[src/sv/srdcp_pkg.sv]
// ----------------------------------------------------------------------------
// srdcp_pkg
// shared types and constants of the serial rgb duty command parser
// ----------------------------------------------------------------------------
`default_nettype none

package srdcp_pkg;

  // bytes kept per line is LINE_CAPACITY - 1
  localparam int unsigned LINE_CAPACITY = 16;
  localparam int unsigned CNT_W         = $clog2(LINE_CAPACITY);
  localparam logic [CNT_W-1:0] CNT_LAST = CNT_W'(LINE_CAPACITY - 1);

  localparam int unsigned BYTE_W = 8;
  localparam int unsigned DUTY_W = 7;
  localparam int unsigned MAG_W  = 7;
  // magnitude * 10 + digit for magnitude up to saturation
  localparam int unsigned ACC_W  = 10;

  localparam logic [MAG_W-1:0]  MAG_SAT  = MAG_W'(101);
  localparam logic [DUTY_W-1:0] DUTY_MAX = DUTY_W'(100);

  localparam logic [BYTE_W-1:0] CHAR_CR    = 8'h0D;
  localparam logic [BYTE_W-1:0] CHAR_LF    = 8'h0A;
  localparam logic [BYTE_W-1:0] CHAR_SPACE = 8'h20;
  localparam logic [BYTE_W-1:0] CHAR_TAB   = 8'h09;
  localparam logic [BYTE_W-1:0] CHAR_VT    = 8'h0B;
  localparam logic [BYTE_W-1:0] CHAR_FF    = 8'h0C;
  localparam logic [BYTE_W-1:0] CHAR_PLUS  = 8'h2B;
  localparam logic [BYTE_W-1:0] CHAR_MINUS = 8'h2D;
  localparam logic [BYTE_W-1:0] CHAR_ZERO  = 8'h30;
  localparam logic [BYTE_W-1:0] CHAR_NINE  = 8'h39;
  localparam logic [BYTE_W-1:0] CHAR_R     = 8'h52;
  localparam logic [BYTE_W-1:0] CHAR_G     = 8'h47;
  localparam logic [BYTE_W-1:0] CHAR_B     = 8'h42;
  // clears the lower-case bit of a letter
  localparam logic [BYTE_W-1:0] UPPER_MASK = 8'hDF;

  typedef enum logic [1:0] {
    PHASE_SPACE  = 2'd0,
    PHASE_DIGITS = 2'd1,
    PHASE_DONE   = 2'd2
  } phase_e;

  typedef enum logic {
    STATUS_APPLIED     = 1'b0,
    STATUS_BAD_LETTER  = 1'b1
  } status_e;

endpackage

`default_nettype wire

[src/sv/srdcp_in_if.sv]
// ----------------------------------------------------------------------------
// srdcp_in_if
// received byte channel, valid/ready handshake
// ----------------------------------------------------------------------------
`default_nettype none

interface srdcp_in_if;
  import srdcp_pkg::*;

  logic              valid;
  logic              ready;
  logic [BYTE_W-1:0] rx_byte;

  modport source (output valid, output rx_byte, input ready);
  modport sink   (input valid, input rx_byte, output ready);
endinterface

`default_nettype wire

[src/sv/srdcp_out_if.sv]
// ----------------------------------------------------------------------------
// srdcp_out_if
// command result channel, valid/ready handshake
// ----------------------------------------------------------------------------
`default_nettype none

interface srdcp_out_if;
  import srdcp_pkg::*;

  logic              valid;
  logic              ready;
  logic [DUTY_W-1:0] red_duty;
  logic [DUTY_W-1:0] green_duty;
  logic [DUTY_W-1:0] blue_duty;
  logic              status;

  modport source (
    output valid, output red_duty, output green_duty, output blue_duty,
    output status, input ready
  );
  modport sink (
    input valid, input red_duty, input green_duty, input blue_duty,
    input status, output ready
  );
endinterface

`default_nettype wire

[src/sv/serial_rgb_duty_command_parser_unit.sv]
// ----------------------------------------------------------------------------
// serial_rgb_duty_command_parser_unit
// parses "letter number" command lines from a byte stream into rgb duties
// ----------------------------------------------------------------------------
// usage
//   rx_i  : one received byte per transaction; cr or lf closes a line
//   res_o : one transaction per non-empty line, carrying the three current
//           duties (0..100) and a status bit (1 = unknown command letter,
//           duties left as they were)
//   a byte takes two stages: an input register, then the parse step that
//   updates the line state and the duty registers and fills the result
//   register, so a result is offered once its line end has passed the
//   input register and the parse step, and is taken on a res_o handshake
//   throughput is one byte per cycle while res_o takes results, bound by
//   the parse step; the parse step for a byte depends only on the state
//   left by the byte before it
//   when res_o stalls with a result pending, the parse step holds, the
//   input register fills and then rx_i.ready drops until the result leaves
//   reset clears the line state, the duties and both valid flags; no
//   result is pending after reset
// ----------------------------------------------------------------------------
`default_nettype none

module serial_rgb_duty_command_parser_unit (
  input  logic               clk_i,
  input  logic               rst_ni,
  srdcp_in_if.sink           rx_i,
  srdcp_out_if.source        res_o
);
  import srdcp_pkg::*;

  // input stage
  logic              byte_vld_q, byte_vld_d;
  logic [BYTE_W-1:0] byte_q;

  // line state
  logic [CNT_W-1:0]  cnt_q, cnt_d;
  logic [BYTE_W-1:0] letter_q, letter_d;
  phase_e            phase_q, phase_d;
  logic              neg_q, neg_d;
  logic [MAG_W-1:0]  mag_q, mag_d;

  // duty levels, also the duty fields of the result
  logic [DUTY_W-1:0] red_q, red_d;
  logic [DUTY_W-1:0] green_q, green_d;
  logic [DUTY_W-1:0] blue_q, blue_d;

  // result stage
  logic              res_vld_q, res_vld_d;
  status_e           status_q, status_d;

  logic              advance;
  logic              proc;
  logic              is_eol;
  logic              is_space;
  logic              is_sign;
  logic              is_digit;
  logic [ACC_W-1:0]  mag_ext;
  logic [ACC_W-1:0]  acc;
  logic [MAG_W-1:0]  mag_next;
  logic [DUTY_W-1:0] duty;
  logic [BYTE_W-1:0] letter_up;
  logic              emit;

  // parse step moves when the result register is free or being emptied
  assign advance    = !res_vld_q || res_o.ready;
  assign rx_i.ready = !byte_vld_q || advance;
  assign proc       = byte_vld_q && advance;

  assign byte_vld_d = (rx_i.valid && rx_i.ready) ? 1'b1
                    : (advance ? 1'b0 : byte_vld_q);

  // byte classes
  assign is_eol   = (byte_q == CHAR_CR) || (byte_q == CHAR_LF);
  assign is_space = (byte_q == CHAR_SPACE) || (byte_q == CHAR_TAB) ||
                    (byte_q == CHAR_VT) || (byte_q == CHAR_FF);
  assign is_sign  = (byte_q == CHAR_PLUS) || (byte_q == CHAR_MINUS);
  assign is_digit = (byte_q >= CHAR_ZERO) && (byte_q <= CHAR_NINE);

  // magnitude * 10 + digit, saturating; magnitude <= 101 keeps this in 10 bits
  assign mag_ext  = ACC_W'(mag_q);
  assign acc      = (mag_ext << 3) + (mag_ext << 1) +
                    ACC_W'(byte_q[3:0]);
  assign mag_next = (acc > ACC_W'(MAG_SAT)) ? MAG_SAT : acc[MAG_W-1:0];

  // value of the closed line
  assign duty      = neg_q ? '0 : ((mag_q > DUTY_MAX) ? DUTY_MAX : mag_q);
  assign letter_up = letter_q & UPPER_MASK;

  // a line end with at least one stored byte gives a result
  assign emit = proc && is_eol && (cnt_q != '0);

  // line state next value
  always_comb begin
    cnt_d    = cnt_q;
    letter_d = letter_q;
    phase_d  = phase_q;
    neg_d    = neg_q;
    mag_d    = mag_q;
    if (proc && !is_eol && (cnt_q != CNT_LAST)) begin
      cnt_d = cnt_q + CNT_W'(1);
      if (cnt_q == '0) begin
        letter_d = byte_q;
      end else begin
        unique case (phase_q)
          PHASE_SPACE: begin
            priority if (is_space) begin
              phase_d = PHASE_SPACE;
            end else if (is_sign) begin
              neg_d   = (byte_q == CHAR_MINUS);
              phase_d = PHASE_DIGITS;
            end else if (is_digit) begin
              mag_d   = mag_next;
              phase_d = PHASE_DIGITS;
            end else begin
              phase_d = PHASE_DONE;
            end
          end
          PHASE_DIGITS: begin
            if (is_digit) begin
              mag_d = mag_next;
            end else begin
              phase_d = PHASE_DONE;
            end
          end
          PHASE_DONE: phase_d = PHASE_DONE;
          default:    phase_d = PHASE_DONE;
        endcase
      end
    end else if (emit) begin
      // clear the line for the next command
      cnt_d    = '0;
      letter_d = '0;
      phase_d  = PHASE_SPACE;
      neg_d    = 1'b0;
      mag_d    = '0;
    end
  end

  // duty update and result
  always_comb begin
    red_d     = red_q;
    green_d   = green_q;
    blue_d    = blue_q;
    status_d  = status_q;
    res_vld_d = advance ? emit : res_vld_q;
    if (emit) begin
      status_d = STATUS_APPLIED;
      priority if (letter_up == CHAR_R) begin
        red_d = duty;
      end else if (letter_up == CHAR_G) begin
        green_d = duty;
      end else if (letter_up == CHAR_B) begin
        blue_d = duty;
      end else begin
        status_d = STATUS_BAD_LETTER;
      end
    end
  end

  always_ff @(posedge clk_i or negedge rst_ni) begin
    if (!rst_ni) begin
      byte_vld_q <= 1'b0;
      cnt_q      <= '0;
      letter_q   <= '0;
      phase_q    <= PHASE_SPACE;
      neg_q      <= 1'b0;
      mag_q      <= '0;
      red_q      <= '0;
      green_q    <= '0;
      blue_q     <= '0;
      res_vld_q  <= 1'b0;
      status_q   <= STATUS_APPLIED;
    end else begin
      byte_vld_q <= byte_vld_d;
      cnt_q      <= cnt_d;
      letter_q   <= letter_d;
      phase_q    <= phase_d;
      neg_q      <= neg_d;
      mag_q      <= mag_d;
      red_q      <= red_d;
      green_q    <= green_d;
      blue_q     <= blue_d;
      res_vld_q  <= res_vld_d;
      status_q   <= status_d;
    end
  end

  // payload register of the input stage
  always_ff @(posedge clk_i) begin
    if (rx_i.valid && rx_i.ready) begin
      byte_q <= rx_i.rx_byte;
    end
  end

  // duties change only on a result, and a result is made only once the
  // previous one has left, so the level registers double as the payload
  assign res_o.valid      = res_vld_q;
  assign res_o.red_duty   = red_q;
  assign res_o.green_duty = green_q;
  assign res_o.blue_duty  = blue_q;
  assign res_o.status     = status_q;

endmodule

`default_nettype wire

[src/flat_wrapper.sv]
// flat-port wrapper written by rule: the top's interface ports become plain ports
module serial_rgb_duty_command_parser_unit_flat import srdcp_pkg::*;
  (clk_i, rst_ni, rx_i_valid, rx_i_rx_byte, rx_i_ready, res_o_valid, res_o_red_duty, res_o_green_duty, res_o_blue_duty, res_o_status, res_o_ready);
  srdcp_in_if rx_i_i ();
  srdcp_out_if res_o_i ();
  input  logic clk_i;
  input  logic rst_ni;
  input wire logic [$bits(rx_i_i.valid)-1:0] rx_i_valid;
  input wire logic [$bits(rx_i_i.rx_byte)-1:0] rx_i_rx_byte;
  output wire logic [$bits(rx_i_i.ready)-1:0] rx_i_ready;
  output wire logic [$bits(res_o_i.valid)-1:0] res_o_valid;
  output wire logic [$bits(res_o_i.red_duty)-1:0] res_o_red_duty;
  output wire logic [$bits(res_o_i.green_duty)-1:0] res_o_green_duty;
  output wire logic [$bits(res_o_i.blue_duty)-1:0] res_o_blue_duty;
  output wire logic [$bits(res_o_i.status)-1:0] res_o_status;
  input wire logic [$bits(res_o_i.ready)-1:0] res_o_ready;
  assign rx_i_i.valid = rx_i_valid;
  assign rx_i_i.rx_byte = rx_i_rx_byte;
  assign rx_i_ready = rx_i_i.ready;
  assign res_o_valid = res_o_i.valid;
  assign res_o_red_duty = res_o_i.red_duty;
  assign res_o_green_duty = res_o_i.green_duty;
  assign res_o_blue_duty = res_o_i.blue_duty;
  assign res_o_status = res_o_i.status;
  assign res_o_i.ready = res_o_ready;
  serial_rgb_duty_command_parser_unit u_core (.clk_i(clk_i), .rst_ni(rst_ni), .rx_i(rx_i_i), .res_o(res_o_i));
endmodule
[config.mk]
export PLATFORM = sky130hd
export DESIGN_NAME = serial_rgb_duty_command_parser_unit_flat
export DESIGN_NICKNAME = d
export VERILOG_FILES = /design/src/sv/srdcp_pkg.sv /design/src/sv/srdcp_in_if.sv /design/src/sv/srdcp_out_if.sv /design/src/sv/serial_rgb_duty_command_parser_unit.sv /design/src/flat_wrapper.sv
export SDC_FILE = /design/constraint.sdc
export NUM_CORES = 1
export LEC_CHECK = 0
export BUFFER_PORTS_ARGS = -buffer_cell sky130_fd_sc_hd__buf_2
export CELL_PAD_IN_SITES_DETAIL_PLACEMENT = 1
export CELL_PAD_IN_SITES_GLOBAL_PLACEMENT = 1
export CORE_ASPECT_RATIO = 0.7
export CORE_MARGIN = 5
export CORE_UTILIZATION = 46
export DETAILED_ROUTE_END_ITERATION = 6
export GPL_TIMING_DRIVEN = 1
export PLACE_DENSITY = 0.88
export RECOVER_POWER = 50
export SYNTH_ARGS = -nofsm -noshare
export SYNTH_HDL_FRONTEND = slang
export SYNTH_SLANG_ARGS = --single-unit
[constraint.sdc]
create_clock -name clk_i -period 3.6 [get_ports clk_i]
set_input_delay 0.36 -clock clk_i [delete_from_list [all_inputs] [get_ports clk_i]]
set_output_delay 0.36 -clock clk_i [all_outputs]
set_load 0.01 [all_outputs]
# --- Word level (Yosys, flattened, before mapping) ---
# Cells that the tools add are included.
word_totals:
  out_inout_bits: 24
  reg_bits: 54
  elab_cells: 106
  inputBits: 12
op_classes:
  n_lt_le_gt_ge: 4
  reduce_logical: 29
  n_addsub: 3
  n_eq_ne: 22
  bitwise: 2
  mux: 34
ops:
  columns: ["op", "count"]
  rows:
  - ["7-bit two-way mux", 9]
  - ["8-bit by 4-bit == test with 1-bit output (second input constant)", 5]
  - ["8-bit by 6-bit == test with 1-bit output (second input constant)", 3]
  - ["8-bit two-way mux", 3]
  - ["7-bit by 6-bit == test with 1-bit output (second input constant)", 3]
  - ["2-bit two-way mux", 7]
  - ["7-bit case mux with 2 select lines", 1]
  - ["3-bit != test (second input constant)", 4]
  - ["1-bit two-way mux", 11]
  - ["10-bit by 4-bit adder with 10-bit output", 1]
  - ["10-bit by 8-bit adder with 10-bit output", 1]
  - ["10-bit by 7-bit greater-than comparator with 1-bit output (second input constant)", 1]
  - ["5-bit AND reduction", 2]
  - ["8-bit by 6-bit greater-or-equal comparator with 1-bit output (second input constant)", 1]
  - ["8-bit by 6-bit less-or-equal comparator with 1-bit output (second input constant)", 1]
  - ["4-bit two-way mux", 2]
  - ["2-bit != test (second input constant)", 4]
  - ["7-bit greater-than comparator (second input constant)", 1]
  - ["1-bit logical AND", 7]
  - ["1-bit logical OR", 7]
  - ["3-bit AND reduction", 2]
  - ["4-bit by 1-bit adder with 4-bit output (second input constant)", 1]
  - ["4-bit zero test", 1]
  - ["4-bit != test (second input constant)", 1]
  - ["other kinds (10)", 15]

# --- Logic depth before layout (Yosys ltp) ---
# Gate-level depths: netlist of the first run.
logic_depth:
  ltp_word: 10
  mapped_depth: 9
  ltp_nobuf: 9

# --- Least setup slack after synthesis of the first run ---
# Ideal clock, no wire load.
synth_path:
  kind: "register -> register"
  start: "register u_core.mag_q[0]"
  end: "register u_core.mag_q[1]"
  path_stages_with_launch: 10
  setup_ps: 67
  path_slack_ps: 757
  arrival_time_ps: 2776
  n_path_buf: 0
  required_ps: 3533
  period_less_slack_ps: 2843
  cell_sequence: "dfrtp_1 > inv_1 > fa_1 > inv_1 > ha_1 > a211oi_1 > o21ai_0 > xor2_1 > a2111oi_4 > a41o_1"
synth_via:
  elab_chain_cells: 10
synth_lines:
  columns: ["item", "line", "rtl"]
  rows:
  - ["from (decl)", "serial_rgb_duty_command_parser_unit.sv:41", "logic [MAG_W-1:0] mag_q, mag_d;"]
  - ["from (signal assigned)", "serial_rgb_duty_command_parser_unit.sv:180", "mag_q <= mag_d;"]
  - ["10-bit by 8-bit adder with 10-bit output (*)", "serial_rgb_duty_command_parser_unit.sv:82", "assign acc = (mag_ext << 3) + (mag_ext << 1) +"]
  - ["10-bit by 4-bit adder with 10-bit output (*)", "serial_rgb_duty_command_parser_unit.sv:82", null]
  - ["10-bit by 7-bit greater-than comparator with 1-bit output", "serial_rgb_duty_command_parser_unit.sv:84", "assign mag_next = (acc > ACC_W'(MAG_SAT)) ? MAG_SAT : acc[MAG_W-1:0];"]
  - ["7-bit two-way mux (*)", "serial_rgb_duty_command_parser_unit.sv:84", null]
  - ["7-bit two-way mux (*)", "serial_rgb_duty_command_parser_unit.sv:112, serial_rgb_duty_command_parser_unit.sv:120", null]
  - ["7-bit two-way mux", "serial_rgb_duty_command_parser_unit.sv:109", "end else if (is_sign) begin"]
  - ["7-bit two-way mux", "serial_rgb_duty_command_parser_unit.sv:107", "priority if (is_space) begin"]
  - ["7-bit case mux with 2 select lines (*)", "serial_rgb_duty_command_parser_unit.sv:105", "unique case (phase_q)"]
  - ["7-bit two-way mux (*)", "serial_rgb_duty_command_parser_unit.sv:102", "if (cnt_q == '0) begin"]
  - ["7-bit two-way mux (*)", "serial_rgb_duty_command_parser_unit.sv:100", "if (proc && !is_eol && (cnt_q != CNT_LAST)) begin"]
# Every way passes the cells marked *; elsewhere a longest branch is shown, timed or not. The select of a mux whose other input is x is not followed.
# A chain may end at the register's enable or synchronous reset.

# --- Worst setup path after layout of the first run ---
layout_path:
  start: "register u_core.mag_q[0]"
  end: "register u_core.mag_q[5]"
# Same word-level chain as after synthesis.

==> reports/metrics.cfg, run 1 <==
[placement]
placement.cell_area_um2 = 3200
placedCellCount = 371
rd_place_congestion = 0.806
post-dp-hpwl_mm = 5.81
place.port_buffers = 35

[yosys]
synth.ff_latch_count = 53
syn_nets = 295
synth_sequential_area_ratio_pct = 46.1
synth.cell_area_um2 = 2970
synth_edf_count = 8
ys.flop_type = sky130_fd_sc_hd__dfrtp_1
async_flop_share_pct = 84.9
yosys_warnings = 0
synth.avg_cell_area_um2 = 11.2
synthCells = 266
netlist-cell-type-count = 59

[drt]
drt_first_iter_violations = 118
remaining_drc_errors = 0
postRouteAntennaNets = 0
drtPass1Iterations = 4
num_vias = 2270
routed_wire_length_mm = 7.47
routed_wire_length_per_instance_um = 19.7
post_drt_via_cell_ratio = 5.99

[floorplan]
initial_core_util_pct = 47.5
horizontal_extent_of_the_die_um = 106
row_count = 24
i_o_pin_count = 36
floorplan.core_area_um2 = 6250
dieArea_um2 = 8180
floorplan.die.height_um = 77.2

[clock_network]
library_cell_used_as_clock_root_buffer = sky130_fd_sc_hd__clkbuf_8
count_of_h_tree_levels_built_during_cts = 2
worstSkewPairLatency_ns = 0.31
clock_pin_slew_on_the_worst_setup_and_hold_paths_ns = 0.09
cts.hold.buffers_added = 0
cts_tree = done
resized_gates_after_cts = 0
cts_buffers = 5
clkSinkCount = 53
postCtsSetupRepairBufs = 0
clockBufferDepth = 2

[power_and_ir_drop]
p_total_uw = 1410
vdd.ir_drop.worst_v = 0.000261
leakagePower_uw = 0.00154
powerDensity_nw_per_um2 = 431

[timing]
timing.fmax_mhz = 307
hold-worst-slack_ns = 0.220
max_slew_margin_pct = -59.3
setup_viol_count_final = 0
layout_worst_path_cycle_share_pct = 90.6
unrepaired_setup_endpoints_after_global_routing = no
hold_violations = 0
timing.final.crit_period_ns = 3.26
finalClockSkew_ns = 0.00528
setup_total_negative_slack_ns = 0
timing.final.max_slew_violations = 46
worst_pin_slew_ns = 2.39

[worst_setup_path]
timing.critical_path.from_type = register
critPathCaptureType = register
r2r_slack_ns = 0.34
crit_required_ns = 3.75
worst_r2r_startpoint = u_core.mag_q[0]
data_arrival_time_of_the_worst_path_ns = 3.41
r2r-end = u_core.mag_q[5]
reg2reg_depth = 9
worstPathMaxFanout = 7
worstSetupPathType = reg2reg

[global_route]
grt_first_pass_wirelength_mm = 12.5
antenna_found_initial = 0
gr-usage-all-layers_pct = 19.2
first_global_vias = 2466
grt.overflow.total = 0
grt_start_max_net_pins = 46

[final_layout]
drive_above_1_share_pct = 19.9
final_cell_mix = 45 x sky130_fd_sc_hd__dfrtp_1, 23 x sky130_fd_sc_hd__buf_2, 19 x sky130_fd_sc_hd__inv_1
antennaDiodeCount = 0
layout-area-overhead-vs-synth_pct = 10.2
final_common_cell = sky130_fd_sc_hd__dfrtp_1
final_nets = 329
final_area_um2 = 3270
final_cells = 379

[run_status]
violations = capacitance limit, slew limit
status = finished, violations left

[min_path]
type_of_the_tightest_min_delay_check = in2reg
hold_path_depth = 1
min-delay-start = rx_i_rx_byte[6]
hold-path-endpoint = u_core.byte_q[6]

[run]
max_cap_violations = 1

metrics by stage:
step	utilization [%]	setup slack, ns
2_1_floorplan	-	0.757
3_3_place_gp	51.2	0.497
3_5_place_dp	51.2	0.368
4_1_cts	52.6	0.342
5_1_grt	52.3	0.0335
6_report	52.3	0.338
synth_stat cells, types with 2 or more instances:
master | instances | area [µm²]
sky130_fd_sc_hd__edfxtp_1 | 8 | 240
sky130_fd_sc_hd__nand3b_1 | 3 | 22.5
sky130_fd_sc_hd__nand4_1 | 9 | 56.3
sky130_fd_sc_hd__a22o_1 | 4 | 35.0
sky130_fd_sc_hd__a21oi_1 | 15 | 75.1
sky130_fd_sc_hd__ha_1 | 15 | 188
sky130_fd_sc_hd__buf_4 | 2 | 15.0
sky130_fd_sc_hd__clkbuf_1 | 6 | 22.5
sky130_fd_sc_hd__a21boi_0 | 2 | 15.0
sky130_fd_sc_hd__nor3b_1 | 4 | 30.0
sky130_fd_sc_hd__xnor2_1 | 3 | 26.3
sky130_fd_sc_hd__dfrtp_1 | 45 | 1130
sky130_fd_sc_hd__xor2_1 | 3 | 26.3
sky130_fd_sc_hd__a31oi_1 | 2 | 12.5
sky130_fd_sc_hd__and3_1 | 5 | 31.3
sky130_fd_sc_hd__fa_1 | 2 | 40.0
sky130_fd_sc_hd__nand2b_1 | 4 | 25.0
sky130_fd_sc_hd__mux2_4 | 7 | 105
sky130_fd_sc_hd__o211ai_1 | 3 | 22.5
sky130_fd_sc_hd__and2_1 | 7 | 43.8
sky130_fd_sc_hd__nor3_1 | 2 | 10.0
sky130_fd_sc_hd__o21ai_0 | 14 | 70.1
sky130_fd_sc_hd__inv_1 | 19 | 71.3
sky130_fd_sc_hd__nand2_1 | 10 | 37.5
sky130_fd_sc_hd__a211oi_1 | 5 | 37.5
sky130_fd_sc_hd__mux2_2 | 14 | 158
sky130_fd_sc_hd__nor2b_1 | 4 | 25.0
sky130_fd_sc_hd__nand3_1 | 5 | 25.0
sky130_fd_sc_hd__a311o_1 | 2 | 20.0
sky130_fd_sc_hd__nor2_1 | 13 | 48.8
where the power goes:
part           total, µW  switching (µW)  leakage [µW]  internal [µW]
logic                309             188      0.000811            121
registers            764            79.7      0.000684            684
clock network        336             197     0.0000456            139
logic make-up (layout without fill, tap and decap cells):
family	Yosys count	in the layout	share of synthesized area, %
simple gates	78	78	16.1
mux	22	22	9.19
compound gates	62	62	15.1
fa+ha+maj	17	17	7.68
xor+xnor	6	6	1.77
flops	53	53	46.1
buf+inv	28	63	4.05
final cells by class:
| type | instances | area, µm² |
|---|---|---|
| fill | 702 | 2980 |
| clock buffer | 6 | 72.6 |
| sequential | 53 | 1370 |
| inverter | 19 | 71.3 |
| tap | 78 | 97.6 |
| clock inverter | 2 | 13.8 |
| timing repair buffer | 36 | 168 |
| multi-input combinational | 185 | 1480 |
how the worst max path moves through the flow:
stage	from	slack (ns)	end	depth (start not counted)
after floorplan	u_core.mag_q[0]	0.76	u_core.mag_q[1]	9
after global placement	u_core.mag_q[0]	0.50	u_core.mag_q[5]	9
after detailed placement	u_core.mag_q[0]	0.37	u_core.mag_q[5]	9
after CTS	u_core.mag_q[0]	0.34	u_core.mag_q[5]	9
after global routing	u_core.mag_q[0]	0.03	u_core.mag_q[5]	9
final	u_core.mag_q[0]	0.34	u_core.mag_q[5]	9
layer usage:
layer | global-route usage, % | up-vias | wire length [µm]
met2 | 30.1 | 64 | 3470
met5 | 0 | - | 0
met4 | 5.30 | 0 | 105
li1 | - | 1043 | -
met3 | 4.36 | 15 | 457
met1 | 26.6 | 1148 | 3430
state kept, by name, indices dropped and copies added (netlist names), 2 cells and up:
| register | cells |
|---|---|
| u_core.res_o.blue_duty | 7 |
| u_core.phase_q | 2 |
| u_core.res_o.red_duty | 7 |
| u_core.res_o.green_duty | 7 |
| u_core.byte_q | 8 |
| u_core.mag_q | 7 |
| u_core.cnt_q | 4 |
| u_core.letter_q | 7 |
worst max-delay path, stage by stage (launching register included):
cell	delay [ns]
sky130_fd_sc_hd__dfrtp_1	0.44
sky130_fd_sc_hd__inv_1	0.09
sky130_fd_sc_hd__fa_1	0.60
sky130_fd_sc_hd__inv_1	0.07
sky130_fd_sc_hd__ha_1	0.28
sky130_fd_sc_hd__a211oi_1	0.54
sky130_fd_sc_hd__o21ai_0	0.21
sky130_fd_sc_hd__xor2_1	0.20
sky130_fd_sc_hd__a2111oi_4	0.54
sky130_fd_sc_hd__a31oi_1	0.15
No activity file was read; power rests on OpenSTA's default activity.
==> run 2: changes to the inputs <==
Settings changed: MAX_ROUTING_LAYER set to met4.
==> run 2 against run 1 <==
Compared with the run above: the flow still finishes with violations (capacitance limit, slew limit); count of clock-buffer cells in the layout is the same; total power is essentially flat; routed wire length shrank 0.19%; first-iteration DRC count shrank 25%; sequential share of layout area is the same; clock power is essentially flat; critical path type unchanged; critical endpoint unchanged.
==> reports/metrics.cfg, run 2 (synthesized netlist as in run 1, its figures left out) <==
[global_route]
gr-usage-all-layers_pct = 19.6  ; was 19.2%
antenna_found_initial = 0  ; unchanged
first_global_vias = 2471  ; was 2466
grt_start_max_net_pins = 46  ; unchanged
grt.overflow.total = 0  ; unchanged
grt_first_pass_wirelength_mm = 12.5  ; about the same

[power_and_ir_drop]
leakagePower_uw = 0.00154  ; unchanged
p_total_uw = 1410  ; about the same
powerDensity_nw_per_um2 = 431  ; about the same
vdd.ir_drop.worst_v = 0.000260  ; was 0.000261 V

[drt]
postRouteAntennaNets = 0  ; unchanged
post_drt_via_cell_ratio = 5.93  ; was 5.99
drtPass1Iterations = 4  ; unchanged
remaining_drc_errors = 0  ; unchanged
drt_first_iter_violations = 89  ; was 118
num_vias = 2247  ; was 2270
routed_wire_length_mm = 7.45  ; was 7.47 mm
routed_wire_length_per_instance_um = 19.7  ; about the same

[timing]
unrepaired_setup_endpoints_after_global_routing = no  ; unchanged
finalClockSkew_ns = 0.00576  ; was 0.00528 ns
hold_violations = 0  ; unchanged
worst_pin_slew_ns = 2.40  ; was 2.39 ns
timing.fmax_mhz = 306  ; was 307 MHz
timing.final.crit_period_ns = 3.27  ; was 3.26 ns
setup_total_negative_slack_ns = 0  ; unchanged
setup_viol_count_final = 0  ; unchanged
timing.final.max_slew_violations = 46  ; unchanged
max_slew_margin_pct = -60.0  ; was -59.3%
layout_worst_path_cycle_share_pct = 90.8  ; was 90.6%

[final_layout]
layout-area-overhead-vs-synth_pct = 10.2  ; unchanged
largest_register_ff_count = 8  ; unchanged
drive_above_1_share_pct = 19.9  ; unchanged
final_nets = 329  ; unchanged
final_cell_mix = 45 x sky130_fd_sc_hd__dfrtp_1, 23 x sky130_fd_sc_hd__buf_2, 19 x sky130_fd_sc_hd__inv_1  ; unchanged
final_core_utilization_pct = 52.3  ; unchanged
filler_cell_count = 702  ; unchanged
final_common_cell = sky130_fd_sc_hd__dfrtp_1  ; unchanged
final_area_um2 = 3270  ; unchanged
final_cells = 379  ; unchanged
top_register = u_core.byte_q  ; unchanged
antennaDiodeCount = 0  ; unchanged

[run]
max_cap_violations = 1  ; unchanged

[min_path]
type_of_the_tightest_min_delay_check = in2reg  ; unchanged

[floorplan]
initial_core_util_pct = 47.5  ; unchanged
dieArea_um2 = 8180  ; unchanged
floorplan.core_area_um2 = 6250  ; unchanged
floorplan.die.height_um = 77.2  ; unchanged
row_count = 24  ; unchanged
horizontal_extent_of_the_die_um = 106  ; unchanged
i_o_pin_count = 36  ; unchanged

[run_status]
status = finished, violations left  ; unchanged
violations = capacitance limit, slew limit  ; unchanged

[worst_setup_path]
crit_required_ns = 3.75  ; about the same
critical_path.most_common_cell = sky130_fd_sc_hd__inv_1  ; unchanged
slowest_delay_ns = 0.60  ; about the same
critPathCaptureType = register  ; unchanged
worstPathMaxFanout = 7  ; unchanged
data_arrival_time_of_the_worst_path_ns = 3.42  ; was 3.41 ns
worstSetupPathType = reg2reg  ; unchanged
crit_path_cell_trace = inv_1 -> fa_1 -> inv_1 -> ha_1 -> a211oi_1 -> o21ai_0 -> xor2_1 -> a2111oi_4 -> a31oi_1  ; unchanged
crit_slowest_cell = sky130_fd_sc_hd__fa_1  ; unchanged
r2r_slack_ns = 0.33  ; was 0.34 ns
timing.critical_path.from_type = register  ; unchanged

[placement]
place.port_buffers = 35  ; unchanged
rd_place_congestion = 0.817  ; was 0.806
placement.cell_area_um2 = 3200  ; unchanged
post-dp-hpwl_mm = 5.81  ; unchanged
placedCellCount = 371  ; unchanged

[clock_network]
cts_tree = done  ; unchanged
worstSkewPairLatency_ns = 0.31  ; about the same
clkSinkCount = 53  ; unchanged
library_cell_used_as_clock_root_buffer = sky130_fd_sc_hd__clkbuf_8  ; unchanged
clock_pin_slew_on_the_worst_setup_and_hold_paths_ns = 0.09  ; about the same
postCtsSetupRepairBufs = 0  ; unchanged
cts.hold.buffers_added = 0  ; unchanged
resized_gates_after_cts = 0  ; unchanged
count_of_h_tree_levels_built_during_cts = 2  ; unchanged
cts_buffers = 5  ; unchanged
clockBufferDepth = 2  ; unchanged

run 2: cell counts in the layout (fill, tap and decap cells not counted):
Identical to the previous run, type by type.
run 2: power by group:
part	total (µW)	switching [µW]	leakage (µW)	internal, µW
sequential	764	79.9	0.000684	684
combinational	308	188	0.000811	121
clock	338	199	0.0000456	139
run 2: layout make-up:
| type | instances | area, µm² | area share (%) |
|---|---|---|---|
| Clock buffer | 6 | 72.6 | 2.22 |
| Timing Repair Buffer | 36 | 168 | 5.13 |
| Multi-Input combinational cell | 185 | 1480 | 45.3 |
| Sequential cell | 53 | 1370 | 41.8 |
| Tap cell | 78 | 97.6 | 2.99 |
| Clock inverter | 2 | 13.8 | 0.421 |
| Inverter | 19 | 71.3 | 2.18 |
run 2: worst paths after layout:
check / start / to / depth (start not counted)
min reg2reg: u_core.res_o.green_duty[5] / u_core.res_o.green_duty[5] / 1
max in group asynchronous: rst_ni / u_core.cnt_q[0] / 1
min in group asynchronous: rst_ni / u_core.res_o.blue_duty[5] / 1
max: u_core.mag_q[0] / u_core.mag_q[5] / 9
max reg2reg: u_core.mag_q[0] / u_core.mag_q[5] / 9
min: rx_i_rx_byte[6] / u_core.byte_q[6] / 1
run 2: critical path: cells and delay by family, from the launching register on:
family	cells	cell delay (ns)
AOI/OAI and AO/OA	4	1.44
xor gates and xnor gates	1	0.20
adders and majority gates	2	0.88
buffers and inverters	2	0.16
DFF	1	0.44
run 2: stage by stage:
step                      worst slack (ns)  hold WS (ns)
final                                0.331         0.219
after global routing                0.0335         0.199
after CTS                            0.342         0.211
after detailed placement             0.368         0.494
after global placement               0.497         0.484
after floorplan                      0.757        0.0644
run 2: routing by layer:
| layer | up-vias | share of wire (%) | GRT usage, % |
|---|---|---|---|
| met4 | 0 | 1.4 | 5.30 |
| met5 | - | 0 | - |
| met2 | 59 | 46 | 30.3 |
| met3 | 15 | 5.7 | 4.28 |
| met1 | 1131 | 47 | 26.4 |
| li1 | 1042 | - | - |
